File: config.mk
export PLATFORM = sky130hd
export DESIGN_NAME = bresenham_line_pixel_generator_flat
export DESIGN_NICKNAME = d
export VERILOG_FILES = /design/src/design/blpg_pkg.sv /design/src/design/blpg_line_if.sv /design/src/design/blpg_pixel_if.sv /design/src/design/blpg_cmd_fifo.sv /design/src/design/blpg_front.sv /design/src/design/blpg_back.sv /design/src/design/bresenham_line_pixel_generator.sv /design/src/flat_wrapper.sv
export SDC_FILE = /design/constraint.sdc
export NUM_CORES = 1
export LEC_CHECK = 0
export BUFFER_PORTS_ARGS = -buffer_cell sky130_fd_sc_hd__buf_2
export CAP_MARGIN = 25
export CORE_ASPECT_RATIO = 0.6
export CORE_UTILIZATION = 31
export CTS_CLUSTER_SIZE = 20
export DETAILED_ROUTE_END_ITERATION = 10
export SLEW_MARGIN = 20
export SYNTH_ARGS = -nofsm -noshare
export SYNTH_HDL_FRONTEND = slang
export SYNTH_SLANG_ARGS = --single-unit
File: constraint.sdc
create_clock -name clk -period 13.5 [get_ports clk]
set_input_delay 2.025 -clock clk [delete_from_list [all_inputs] [get_ports clk]]
set_output_delay 2.025 -clock clk [all_outputs]
set_load 0.02 [all_outputs]
File: src/design/blpg_pkg.sv
package blpg_pkg;

  // Coordinate and field widths
  localparam int COORD_BITS = 9;
  localparam int ROW_SHIFT  = 10;
  localparam int X_BITS     = 9;
  localparam int Y_BITS     = 8;
  localparam int COLOR_BITS = 16;
  localparam int ADDR_BITS  = 32;
  localparam int ERR_BITS   = COORD_BITS + 2;

  // Configuration port
  localparam int DATA_BITS    = 32;
  localparam int PADDR_BITS   = 3;
  localparam int REG_IDX_BITS = 1;
  localparam logic [REG_IDX_BITS-1:0] REG_FRAME_BASE = 1'b0;
  localparam logic [ADDR_BITS-1:0] FRAME_BASE_RESET = 32'h0800_0000;

  // Command queue between front and back
  localparam int FIFO_DEPTH = 2;
  localparam int PTR_BITS   = (FIFO_DEPTH > 1) ? $clog2(FIFO_DEPTH) : 1;
  localparam int CNT_BITS   = $clog2(FIFO_DEPTH + 1);

  typedef enum logic {
    OP_LOAD = 1'b0,
    OP_STEP = 1'b1
  } op_t;

  typedef logic [COORD_BITS-1:0] coord_t;

  // Classified command: a step, or a load with its line setup done
  typedef struct packed {
    op_t                   op;
    logic                  steep;
    coord_t                major_pos;
    coord_t                major_end;
    coord_t                minor_pos;
    logic                  minor_dir_neg;
    coord_t                major_delta;
    coord_t                minor_delta;
    logic [COLOR_BITS-1:0] color;
  } cmd_t;

endpackage

File: src/design/blpg_line_if.sv
interface blpg_line_if;
  logic                           valid;
  logic                           ready;
  logic                           operation;
  logic [blpg_pkg::X_BITS-1:0]    start_x;
  logic [blpg_pkg::Y_BITS-1:0]    start_y;
  logic [blpg_pkg::X_BITS-1:0]    end_x;
  logic [blpg_pkg::Y_BITS-1:0]    end_y;
  logic [blpg_pkg::COLOR_BITS-1:0] pen_color;

  modport source (
    output valid, operation, start_x, start_y, end_x, end_y, pen_color,
    input  ready
  );
  modport sink (
    input  valid, operation, start_x, start_y, end_x, end_y, pen_color,
    output ready
  );
endinterface

File: src/design/blpg_pixel_if.sv
interface blpg_pixel_if;
  logic                            valid;
  logic                            ready;
  logic [blpg_pkg::X_BITS-1:0]     pixel_x;
  logic [blpg_pkg::Y_BITS-1:0]     pixel_y;
  logic [blpg_pkg::ADDR_BITS-1:0]  pixel_address;
  logic [blpg_pkg::COLOR_BITS-1:0] pixel_color;
  logic                            last_pixel;

  modport source (
    output valid, pixel_x, pixel_y, pixel_address, pixel_color, last_pixel,
    input  ready
  );
  modport sink (
    input  valid, pixel_x, pixel_y, pixel_address, pixel_color, last_pixel,
    output ready
  );
endinterface

File: src/design/blpg_cmd_fifo.sv
module blpg_cmd_fifo (
  input  logic           clk,
  input  logic           rst,
  input  logic           wr_valid,
  output logic           wr_ready,
  input  blpg_pkg::cmd_t wr_data,
  output logic           rd_valid,
  input  logic           rd_ready,
  output blpg_pkg::cmd_t rd_data
);

  blpg_pkg::cmd_t                     mem [blpg_pkg::FIFO_DEPTH];
  logic [blpg_pkg::PTR_BITS-1:0]      wr_ptr;
  logic [blpg_pkg::PTR_BITS-1:0]      rd_ptr;
  logic [blpg_pkg::CNT_BITS-1:0]      count;
  logic                               push;
  logic                               pop;

  assign wr_ready = (count != blpg_pkg::CNT_BITS'(blpg_pkg::FIFO_DEPTH));
  assign rd_valid = (count != '0);
  assign push     = wr_valid && wr_ready;
  assign pop      = rd_valid && rd_ready;
  assign rd_data  = mem[rd_ptr];

  // Store entry on push
  always_ff @(posedge clk) begin
    if (push) begin
      mem[wr_ptr] <= wr_data;
    end
  end

  // Advance pointers and occupancy
  always_ff @(posedge clk) begin
    if (rst) begin
      wr_ptr <= '0;
      rd_ptr <= '0;
      count  <= '0;
    end else begin
      if (push) begin
        wr_ptr <= (wr_ptr == blpg_pkg::PTR_BITS'(blpg_pkg::FIFO_DEPTH - 1)) ?
                  '0 : wr_ptr + 1'b1;
      end
      if (pop) begin
        rd_ptr <= (rd_ptr == blpg_pkg::PTR_BITS'(blpg_pkg::FIFO_DEPTH - 1)) ?
                  '0 : rd_ptr + 1'b1;
      end
      if (push && !pop) begin
        count <= count + 1'b1;
      end else if (pop && !push) begin
        count <= count - 1'b1;
      end
    end
  end

endmodule

File: src/design/blpg_front.sv
module blpg_front (
  blpg_line_if.sink       line_in,
  output logic            cmd_valid,
  input  logic            cmd_ready,
  output blpg_pkg::cmd_t  cmd
);

  blpg_pkg::coord_t x0, y0, x1, y1;
  blpg_pkg::coord_t dx, dy;
  blpg_pkg::coord_t a0, b0, a1, b1;
  blpg_pkg::coord_t lo_a, lo_b, hi_a, hi_b;
  logic             steep;

  assign line_in.ready = cmd_ready;
  assign cmd_valid     = line_in.valid;

  // Classify the item and set up a line on load
  always_comb begin
    x0 = blpg_pkg::COORD_BITS'(line_in.start_x);
    y0 = blpg_pkg::COORD_BITS'(line_in.start_y);
    x1 = blpg_pkg::COORD_BITS'(line_in.end_x);
    y1 = blpg_pkg::COORD_BITS'(line_in.end_y);
    dx = (x1 > x0) ? x1 - x0 : x0 - x1;
    dy = (y1 > y0) ? y1 - y0 : y0 - y1;
    steep = (dy > dx);

    // swap axes on a steep line
    if (steep) begin
      a0 = y0; b0 = x0; a1 = y1; b1 = x1;
    end else begin
      a0 = x0; b0 = y0; a1 = x1; b1 = y1;
    end

    // order endpoints so the major coordinate rises
    if (a0 > a1) begin
      lo_a = a1; lo_b = b1; hi_a = a0; hi_b = b0;
    end else begin
      lo_a = a0; lo_b = b0; hi_a = a1; hi_b = b1;
    end

    cmd.op            = blpg_pkg::op_t'(line_in.operation);
    cmd.steep         = steep;
    cmd.major_pos     = lo_a;
    cmd.major_end     = hi_a;
    cmd.minor_pos     = lo_b;
    cmd.major_delta   = hi_a - lo_a;
    cmd.minor_delta   = (hi_b > lo_b) ? hi_b - lo_b : lo_b - hi_b;
    cmd.minor_dir_neg = !(lo_b < hi_b);
    cmd.color         = line_in.pen_color;
  end

endmodule

File: src/design/blpg_back.sv
module blpg_back (
  input  logic                            clk,
  input  logic                            rst,
  input  logic [blpg_pkg::ADDR_BITS-1:0]  frame_base,
  input  logic                            cmd_valid,
  output logic                            cmd_ready,
  input  blpg_pkg::cmd_t                  cmd,
  blpg_pixel_if.source                    pixel_out
);

  // Line state
  logic                                  active, active_next;
  logic                                  steep, steep_next;
  blpg_pkg::coord_t                      major_pos, major_pos_next;
  blpg_pkg::coord_t                      major_end, major_end_next;
  blpg_pkg::coord_t                      minor_pos, minor_pos_next;
  logic                                  dir_neg, dir_neg_next;
  blpg_pkg::coord_t                      major_delta, major_delta_next;
  blpg_pkg::coord_t                      minor_delta, minor_delta_next;
  logic signed [blpg_pkg::ERR_BITS-1:0]  err, err_next;
  logic [blpg_pkg::COLOR_BITS-1:0]       color, color_next;

  // Output register
  logic                                  out_valid;
  logic [blpg_pkg::X_BITS-1:0]           out_x;
  logic [blpg_pkg::Y_BITS-1:0]           out_y;
  logic [blpg_pkg::ADDR_BITS-1:0]        out_addr;
  logic [blpg_pkg::COLOR_BITS-1:0]       out_color;
  logic                                  out_last;

  logic                                  slot_free;
  logic                                  is_load;
  logic                                  emit;
  logic                                  last;
  blpg_pkg::coord_t                      sx, sy;
  logic signed [blpg_pkg::ERR_BITS-1:0]  err_sum;
  logic [blpg_pkg::ADDR_BITS-1:0]        addr;

  assign slot_free = !out_valid || pixel_out.ready;
  assign is_load   = (cmd.op == blpg_pkg::OP_LOAD);
  // a load or a step with no line never waits for the output slot
  assign cmd_ready = is_load || !active || slot_free;
  assign emit      = cmd_valid && !is_load && active && slot_free;

  assign sx      = steep ? minor_pos : major_pos;
  assign sy      = steep ? major_pos : minor_pos;
  assign last    = (major_pos == major_end);
  assign err_sum = err + $signed({2'b00, minor_delta});
  assign addr    = frame_base
                 + (blpg_pkg::ADDR_BITS'(sy) << blpg_pkg::ROW_SHIFT)
                 + (blpg_pkg::ADDR_BITS'(sx) << 1);

  // Next line state
  always_comb begin
    active_next      = active;
    steep_next       = steep;
    major_pos_next   = major_pos;
    major_end_next   = major_end;
    minor_pos_next   = minor_pos;
    dir_neg_next     = dir_neg;
    major_delta_next = major_delta;
    minor_delta_next = minor_delta;
    err_next         = err;
    color_next       = color;
    if (cmd_valid && is_load) begin
      active_next      = 1'b1;
      steep_next       = cmd.steep;
      major_pos_next   = cmd.major_pos;
      major_end_next   = cmd.major_end;
      minor_pos_next   = cmd.minor_pos;
      dir_neg_next     = cmd.minor_dir_neg;
      major_delta_next = cmd.major_delta;
      minor_delta_next = cmd.minor_delta;
      err_next         = '0 - $signed({2'b00, cmd.major_delta >> 1});
      color_next       = cmd.color;
    end else if (emit) begin
      err_next = err_sum;
      if (err_sum > 0) begin
        minor_pos_next = dir_neg ? minor_pos - 1'b1 : minor_pos + 1'b1;
        err_next       = err_sum - $signed({2'b00, major_delta});
      end
      if (last) begin
        active_next = 1'b0;
      end else begin
        major_pos_next = major_pos + 1'b1;
      end
    end
  end

  // Hold line control state
  always_ff @(posedge clk) begin
    if (rst) begin
      active <= 1'b0;
    end else begin
      active <= active_next;
    end
  end

  // Line payload state
  always_ff @(posedge clk) begin
    steep       <= steep_next;
    major_pos   <= major_pos_next;
    major_end   <= major_end_next;
    minor_pos   <= minor_pos_next;
    dir_neg     <= dir_neg_next;
    major_delta <= major_delta_next;
    minor_delta <= minor_delta_next;
    err         <= err_next;
    color       <= color_next;
  end

  // Output register valid: drop on transfer, set on emit
  always_ff @(posedge clk) begin
    if (rst) begin
      out_valid <= 1'b0;
    end else if (emit) begin
      out_valid <= 1'b1;
    end else if (pixel_out.ready) begin
      out_valid <= 1'b0;
    end
  end

  // Output register payload
  always_ff @(posedge clk) begin
    if (emit) begin
      out_x     <= blpg_pkg::X_BITS'(sx);
      out_y     <= blpg_pkg::Y_BITS'(sy);
      out_addr  <= addr;
      out_color <= color;
      out_last  <= last;
    end
  end

  assign pixel_out.valid         = out_valid;
  assign pixel_out.pixel_x       = out_x;
  assign pixel_out.pixel_y       = out_y;
  assign pixel_out.pixel_address = out_addr;
  assign pixel_out.pixel_color   = out_color;
  assign pixel_out.last_pixel    = out_last;

endmodule

File: src/design/bresenham_line_pixel_generator.sv
// Channel     Dir  Transfer               Payload
// line_in     in   valid && ready         operation, endpoints, pen_color
// pixel_out   out  valid && ready         pixel_x/y, pixel_address, color, last
// apb         in   psel&&penable&&pwrite  frame_base at address 0
//
// One item per cycle: a load or a step leaves the two-entry command queue each
// cycle unless a step waits on a stalled output; a step with a line gives one
// pixel into the output register, valid in the cycle after the step is taken.
// rst (synchronous, active high) empties the queue, ends any line, drops the
// output register and sets frame_base to 0x08000000.
// A stalled output holds steps in the queue; loads and idle steps still drain.
module bresenham_line_pixel_generator (
  input  logic                             clk,
  input  logic                             rst,
  blpg_line_if.sink                        line_in,
  blpg_pixel_if.source                     pixel_out,
  input  logic                             psel,
  input  logic                             penable,
  input  logic                             pwrite,
  input  logic [blpg_pkg::PADDR_BITS-1:0]  paddr,
  input  logic [blpg_pkg::DATA_BITS-1:0]   pwdata,
  output logic [blpg_pkg::DATA_BITS-1:0]   prdata,
  output logic                             pready
);

  logic [blpg_pkg::ADDR_BITS-1:0]    frame_base;
  logic [blpg_pkg::REG_IDX_BITS-1:0] reg_idx;
  blpg_pkg::cmd_t                    front_cmd;
  logic                              front_valid;
  logic                              front_ready;
  blpg_pkg::cmd_t                    head_cmd;
  logic                              head_valid;
  logic                              head_ready;

  assign pready  = 1'b1;
  assign reg_idx = paddr[blpg_pkg::PADDR_BITS-1:2];

  // Frame base register write
  always_ff @(posedge clk) begin
    if (rst) begin
      frame_base <= blpg_pkg::FRAME_BASE_RESET;
    end else if (psel && penable && pwrite && reg_idx == blpg_pkg::REG_FRAME_BASE) begin
      frame_base <= pwdata;
    end
  end

  // Register read
  always_comb begin
    if (reg_idx == blpg_pkg::REG_FRAME_BASE) begin
      prdata = frame_base;
    end else begin
      prdata = '0;
    end
  end

  blpg_front u_front (
    .line_in   (line_in),
    .cmd_valid (front_valid),
    .cmd_ready (front_ready),
    .cmd       (front_cmd)
  );

  blpg_cmd_fifo u_fifo (
    .clk      (clk),
    .rst      (rst),
    .wr_valid (front_valid),
    .wr_ready (front_ready),
    .wr_data  (front_cmd),
    .rd_valid (head_valid),
    .rd_ready (head_ready),
    .rd_data  (head_cmd)
  );

  blpg_back u_back (
    .clk        (clk),
    .rst        (rst),
    .frame_base (frame_base),
    .cmd_valid  (head_valid),
    .cmd_ready  (head_ready),
    .cmd        (head_cmd),
    .pixel_out  (pixel_out)
  );

endmodule
File: src/flat_wrapper.sv
// flat-port wrapper written by rule: the top's interface ports become plain ports
module bresenham_line_pixel_generator_flat 
  (clk, rst, psel, penable, pwrite, paddr, pwdata, prdata, pready, line_in_valid, line_in_operation, line_in_start_x, line_in_start_y, line_in_end_x, line_in_end_y, line_in_pen_color, line_in_ready, pixel_out_valid, pixel_out_pixel_x, pixel_out_pixel_y, pixel_out_pixel_address, pixel_out_pixel_color, pixel_out_last_pixel, pixel_out_ready);
  blpg_line_if line_in_i ();
  blpg_pixel_if pixel_out_i ();
  input  logic clk;
  input  logic rst;
  input  logic psel;
  input  logic penable;
  input  logic pwrite;
  input  logic [blpg_pkg::PADDR_BITS-1:0] paddr;
  input  logic [blpg_pkg::DATA_BITS-1:0] pwdata;
  output logic [blpg_pkg::DATA_BITS-1:0] prdata;
  output logic pready;
  input wire logic [$bits(line_in_i.valid)-1:0] line_in_valid;
  input wire logic [$bits(line_in_i.operation)-1:0] line_in_operation;
  input wire logic [$bits(line_in_i.start_x)-1:0] line_in_start_x;
  input wire logic [$bits(line_in_i.start_y)-1:0] line_in_start_y;
  input wire logic [$bits(line_in_i.end_x)-1:0] line_in_end_x;
  input wire logic [$bits(line_in_i.end_y)-1:0] line_in_end_y;
  input wire logic [$bits(line_in_i.pen_color)-1:0] line_in_pen_color;
  output wire logic [$bits(line_in_i.ready)-1:0] line_in_ready;
  output wire logic [$bits(pixel_out_i.valid)-1:0] pixel_out_valid;
  output wire logic [$bits(pixel_out_i.pixel_x)-1:0] pixel_out_pixel_x;
  output wire logic [$bits(pixel_out_i.pixel_y)-1:0] pixel_out_pixel_y;
  output wire logic [$bits(pixel_out_i.pixel_address)-1:0] pixel_out_pixel_address;
  output wire logic [$bits(pixel_out_i.pixel_color)-1:0] pixel_out_pixel_color;
  output wire logic [$bits(pixel_out_i.last_pixel)-1:0] pixel_out_last_pixel;
  input wire logic [$bits(pixel_out_i.ready)-1:0] pixel_out_ready;
  assign line_in_i.valid = line_in_valid;
  assign line_in_i.operation = line_in_operation;
  assign line_in_i.start_x = line_in_start_x;
  assign line_in_i.start_y = line_in_start_y;
  assign line_in_i.end_x = line_in_end_x;
  assign line_in_i.end_y = line_in_end_y;
  assign line_in_i.pen_color = line_in_pen_color;
  assign line_in_ready = line_in_i.ready;
  assign pixel_out_valid = pixel_out_i.valid;
  assign pixel_out_pixel_x = pixel_out_i.pixel_x;
  assign pixel_out_pixel_y = pixel_out_i.pixel_y;
  assign pixel_out_pixel_address = pixel_out_i.pixel_address;
  assign pixel_out_pixel_color = pixel_out_i.pixel_color;
  assign pixel_out_last_pixel = pixel_out_i.last_pixel;
  assign pixel_out_i.ready = pixel_out_ready;
  bresenham_line_pixel_generator u_core (.clk(clk), .rst(rst), .line_in(line_in_i), .pixel_out(pixel_out_i), .psel(psel), .penable(penable), .pwrite(pwrite), .paddr(paddr), .pwdata(pwdata), .prdata(prdata), .pready(pready));
endmodule
# --- Word-level counts from Yosys, hierarchy flattened ---
# Memory sizes are Yosys's and may differ from the RTL's. A register that Yosys moved wholly into a read port is not among the register bits.
# Cells that the tools add are included.
word_totals:
  register_bits: 178
  ram_bits: 128
  in_bits: 93
  out_inout_bits: 101
  elab_cells: 117
  n_memories: 1
op_classes:
  addsub: 19
  magnitude_cmp: 7
  n_eq_ne: 3
  mux: 37
  bitwise: 2
  n_reduce_logical: 28
mem_list:
  columns: ["name", "words", "word_bits", "rd", "rd_ports_with_merged_regs", "write_ports", "line_no", "text"]
  rows:
  - ["u_core.u_fifo.mem", 2, 64, 1, 1, 1, "blpg_cmd_fifo.sv:12", "blpg_pkg::cmd_t mem [blpg_pkg::FIFO_DEPTH];"]
op_table:
  columns: ["operator", "count"]
  rows:
  - ["$mux 9", 20]
  - ["$sub 9x9->9", 5]
  - ["$gt 9x9->1", 4]
  - ["$mux 11", 3]
  - ["$add 32x10->32", 1]
  - ["$add 32x19->32", 1]
  - ["$mux 32", 1]
  - ["$add 9x1->9 const B", 2]
  - ["$sub 8x8->9", 2]
  - ["$reduce_bool 2->1", 6]
  - ["$add 11x10->11", 1]
  - ["$gt 11x1->1 const B", 1]
  - ["$logic_and 1x1->1", 11]
  - ["$mux 1", 11]
  - ["$sub 11x10->11", 1]
  - ["$eq 9x9->1", 1]
  - ["$lt 9x9->1", 1]
  - ["$sub 1x8->9 const A", 1]
  - ["$sub 9x1->9 const B", 1]
  - ["$gt 8x8->1", 1]
  - ["$reduce_and 2->1", 3]
  - ["$logic_not 1->1", 5]
  - ["$mux 2", 2]
  - ["$logic_or 1x1->1", 3]
  - ["6 further kinds", 8]

# --- Depth between registers and ports, before layout ---
depth:
  ltp_word: 8
  mapped_depth: 53
  mapped_depth_nobuf: 46

# --- By module ---
# A second synthesis with hierarchy kept.
hier_totals:
  hier_cells: 1687
  hier_area_um2: 18641.6
modules_own_cells:
  columns: ["module", "n_inst", "cells_each", "area_each_um2", "seq_area_each_um2"]
  rows:
  - ["blpg_back", 1, 654, 7803.7, 4244.1]
  - ["blpg_cmd_fifo", 1, 223, 4837.1, 3943.8]
  - ["blpg_front", 1, 633, 4309.1, 0.0]
  - ["bresenham_line_pixel_generator", 1, 177, 1691.6, 640.6]

# --- Least setup slack after synthesis ---
# OpenSTA, ideal clock, no wires.
synth_path:
  kind: "input to register"
  startpoint: "in line_in_end_x[4]"
  endpoint: "mem u_core.u_fifo.mem[0][24] in the netlist's numbering (data pin)"
  setup_ps: 269
  arrival_time_ps: 11840
  t_required_ps: 13231
  setup_slack_ps: 1391
  cell_stages: 50
  path_buffers: 9
  cell_sequence: "clkbuf_1 inv_1 ha_1 o21ai_0 a21oi_1 o21ai_0 a21o_1 nand2_1 clkbuf_1 mux2_2 nor3b_1 a21oi_1 xnor2_1 ha_1 a211oi_2 nor2_1 or3_1 nand2_1 [... 14 more ...] buf_1 nand2_1 o211ai_1 nand2_1 ha_1 nor2b_1 o21ai_0 a21oi_1 o21ai_0 a21oi_1 o21ai_0 a21o_1 clkbuf_1 mux2_2 o2bb2ai_1 a311oi_1 o21ai_0 xor2_1"
synth_rtl:
  columns: ["element", "line_no", "text"]
  rows:
  - ["start: declaration", "flat_wrapper.sv:19", "input wire logic [$bits(line_in_i.end_x)-1:0] line_in_end_x;"]
  - ["end: declaration", "blpg_cmd_fifo.sv:12", null]

==> flow_summary.ini <==
[outcome]
status = complete, no violations

[logic_synthesis]
syn_area_mm2 = 0.0176
synth_top_family_by_area = compound AO/OA/AOI/OAI gates
yosys_warnings = 0
synth_cells = 1628
syn-num-nets = 1845
synth_edf_count = 268
synthMuxAreaShare_pct = 7.16
synth-main-ff-cell = edfxtp_1
synth_xor_area_share_pct = 5.07
synth_area_per_cell_um2 = 10.8
yosys.area_share.adder_pct = 9.57
ys_ff_latch = 307
synth-simple-area-share_pct = 11.2
synth.distinct_cells = 76
synth_seq_area_share_pct = 50.1
synth_compound_area_share_pct = 12.6
ys_async_sr_fraction_pct = 0

[floorplanning]
ios = 194
fp.dieH_um = 187
rows = 67
initial_core_util_pct = 31.5
die_w_um = 310
dieArea_mm2 = 0.0579
core-area_mm2 = 0.0560

[critical_path]
path_delay_family = compound AO/OA/AOI/OAI gates
max_stage_delay_ps = 550
cp_max_fo = 17
worstPathArrival_ps = 13070
path_class = in -> reg
critical_path_required_ps = 13800
critPathCaptureType = flip-flop
cp-start-kind = input pin
cp_slowest_cell = o211ai_1
crit_buf_inv = 3
cp_common_cell = o21ai_0

[run]
cap_violations = 0

[global_route]
overflow = 0
grt_pass1_vias = 12196
grt_pass1_wl_um = 72600
grt_max_degree = 79
grt_antenna_before_repair = 1
track_usage_pct = 16.0

[clock_network]
clockRootBuffer = clkbuf_16
clock_path_buffers = 3
cts_tree = done
cts_buffers = 29
ctsResizeCount = 0
postCtsSetupRepairBufs = 0
path_clk_slew_ps = 60
numClockSinks = 307
htree_levels = 1
clock_latency_ps = 560
cts_hold_buf = 0

[hold_path]
hp-class = reg -> reg

[timing]
post-route-period-util_pct = 94.6
tightest_slew_ps = 1010
fmax_mhz = 78.3
max-slew-margin-rel_pct = 32.5
fin_crit_ps = 12780
rsz0062_at_grt = no
drv_slew = 0
clock_skew_ps = 26.6
hold_viol = 0
finalSetupTns_ps = 0
setup_viol = 0

[route]
wl_per_cell_um = 18.2
drt-initial-drc-count = 1056
dr.pass1.iters = 5
ant_nets = 0
vias = 12896
drc = 0
routed_wl_um = 47000
avgViaCountPerCell = 4.98

[layout]
drive_gt1_share_pct = 18.6
nNetsFinal = 2025
final_common_cell = edfxtp_1
n_antenna_cell = 0
layout_common_cells = edfxtp_1 (268), buf_2 (190), nand2_1 (162)
area_delta_synth_final_pct = 15.9
final_area_mm2 = 0.0204

[power]
leakage_nw = 8.22
vdd_drop_max_mv = 0.159
p_per_area_mw_per_mm2 = 290

[placed_design]
hpwl_um = 35300
port_buffers = 190
gp_congestion = 0.930
placed_cell_area_mm2 = 0.0195
-- cell type report --
class | count | area (um^2)
clock inverters | 17 | 148
repair buffers | 209 | 1110
well taps | 759 | 950
flip-flops and latches | 307 | 8830
inverters | 134 | 503
fillers | 5610 | 35600
multi-input cells | 1127 | 8080
clock buffers | 36 | 802
-- cells by family (layout without fill, tap and decap cells) --
group                      count (synthesis)  count (layout)
muxes                                    118             118
and+or+nand+nor                          422             422
buffers and inverters                    194             396
adders and majority gates                130             130
AOI/OAI and AO/OA                        354             354
DFF                                      307             307
other                                      1               1
xor gates and xnor gates                 102             102
-- layer usage --
layer | vias up | global-route usage [%] | wire length, um
met4 | 2 | 2.71 | 724
met1 | 6216 | 24.7 | 23200
met3 | 58 | 2.84 | 3160
met5 | - | 0 | 9
li1 | 6190 | - | -
met2 | 430 | 23.5 | 20000
-- flip-flops by register name (all words and copies together) (netlist names), named ones only --
name / flops
u_core.u_fifo.count: 2
u_core.frame_base: 32
u_core.u_back.err: 11
u_core.u_back.pixel_out.last_pixel: 1
u_core.u_back.pixel_out.pixel_address: 32
u_core.u_back.major_pos: 9
u_core.u_fifo.wr_ptr: 1
u_core.u_back.dir_neg: 1
u_core.u_back.active: 1
u_core.u_fifo.rd_ptr: 1
u_core.u_fifo.mem: 128
u_core.u_back.pixel_out.valid: 1
u_core.u_back.minor_pos: 9
u_core.u_back.color: 16
u_core.u_back.pixel_out.pixel_color: 16
u_core.u_back.pixel_out.pixel_y: 8
u_core.u_back.minor_delta: 9
u_core.u_back.major_delta: 9
u_core.u_back.pixel_out.pixel_x: 9
u_core.u_back.major_end: 9
u_core.u_back.steep: 1
-- power breakdown --
group	total, mW	internal (mW)	switching [mW]
registers	1.75	1.63	0.127
logic	3.34	1.26	2.08
clock network	0.817	0.460	0.357
total	5.91	3.35	2.56
-- worst register-to-register path: cells and delay by family (launching register included) --
family | cells | cell delay, ps
xor+xnor | 1 | 180
mux | 1 | 540
flops | 1 | 850
compound gates | 10 | 3020
simple gates | 1 | 130
buf+inv | 1 | 120
fa+ha+maj | 1 | 310
-- metrics by stage --
| step | hold WS, ps | utilization [%] | setup slack [ps] | cells | power (mW) |
|---|---|---|---|---|---|
| 2_1_floorplan | 400 | - | 1390 | 1628 | 4.13 |
| 3_3_place_gp | 402 | 34.8 | 647 | 2535 | 5.00 |
| 3_5_place_dp | 406 | 34.8 | 611 | 2536 | 5.08 |
| 4_1_cts | 417 | 36.5 | 1190 | 2589 | 5.93 |
| 5_1_grt | 423 | 36.5 | 98.5 | 2589 | 6.36 |
| 6_report | 419 | 36.5 | 724 | 2589 | 5.91 |
-- path summary, 6_finish.rpt --
kind	startpoint	to	slack, ps	depth (start not counted)
min reg2reg	u_core.u_back.color[12]$_DFFE_PP_	u_core.u_back.pixel_out.pixel_color[12]$_DFFE_PP_	420	0
max	line_in_end_y[1]	u_core.u_fifo.mem[1][24]$_DFFE_PP_	720	44
max reg2reg	u_core.u_back.steep$_DFFE_PP_	u_core.u_back.pixel_out.pixel_address[22]$_DFFE_PP_	8100	15
min	u_core.u_back.color[12]$_DFFE_PP_	u_core.u_back.pixel_out.pixel_color[12]$_DFFE_PP_	420	0
-- cells in the mapped netlist (all sizes together), types with 6 or more instances --
master	n	area (um^2)
nor4	6	37.5
o211ai	24	185
fa	10	200
o21ai	71	355
o31ai	6	55.1
or3	10	62.6
a31oi	7	43.8
dfxtp	39	781
and2	15	93.8
edfxtp	268	8050
mux2	62	698
nor2b	49	307
inv	133	499
buf	20	92.6
a21oi	142	711
maj3	6	60.1
nand2b	9	56.3
o21bai	17	128
xnor2	63	552
a21o	25	188
clkbuf	40	150
a211oi	14	115
nand3	26	130
nor3	24	120
nand4	7	50.1
xor2	39	342
mux2i	56	564
nor2	87	327
ha	114	1430
nand2	163	612
and3	13	81.3
Note: power is estimated with default switching activity, not from simulation.
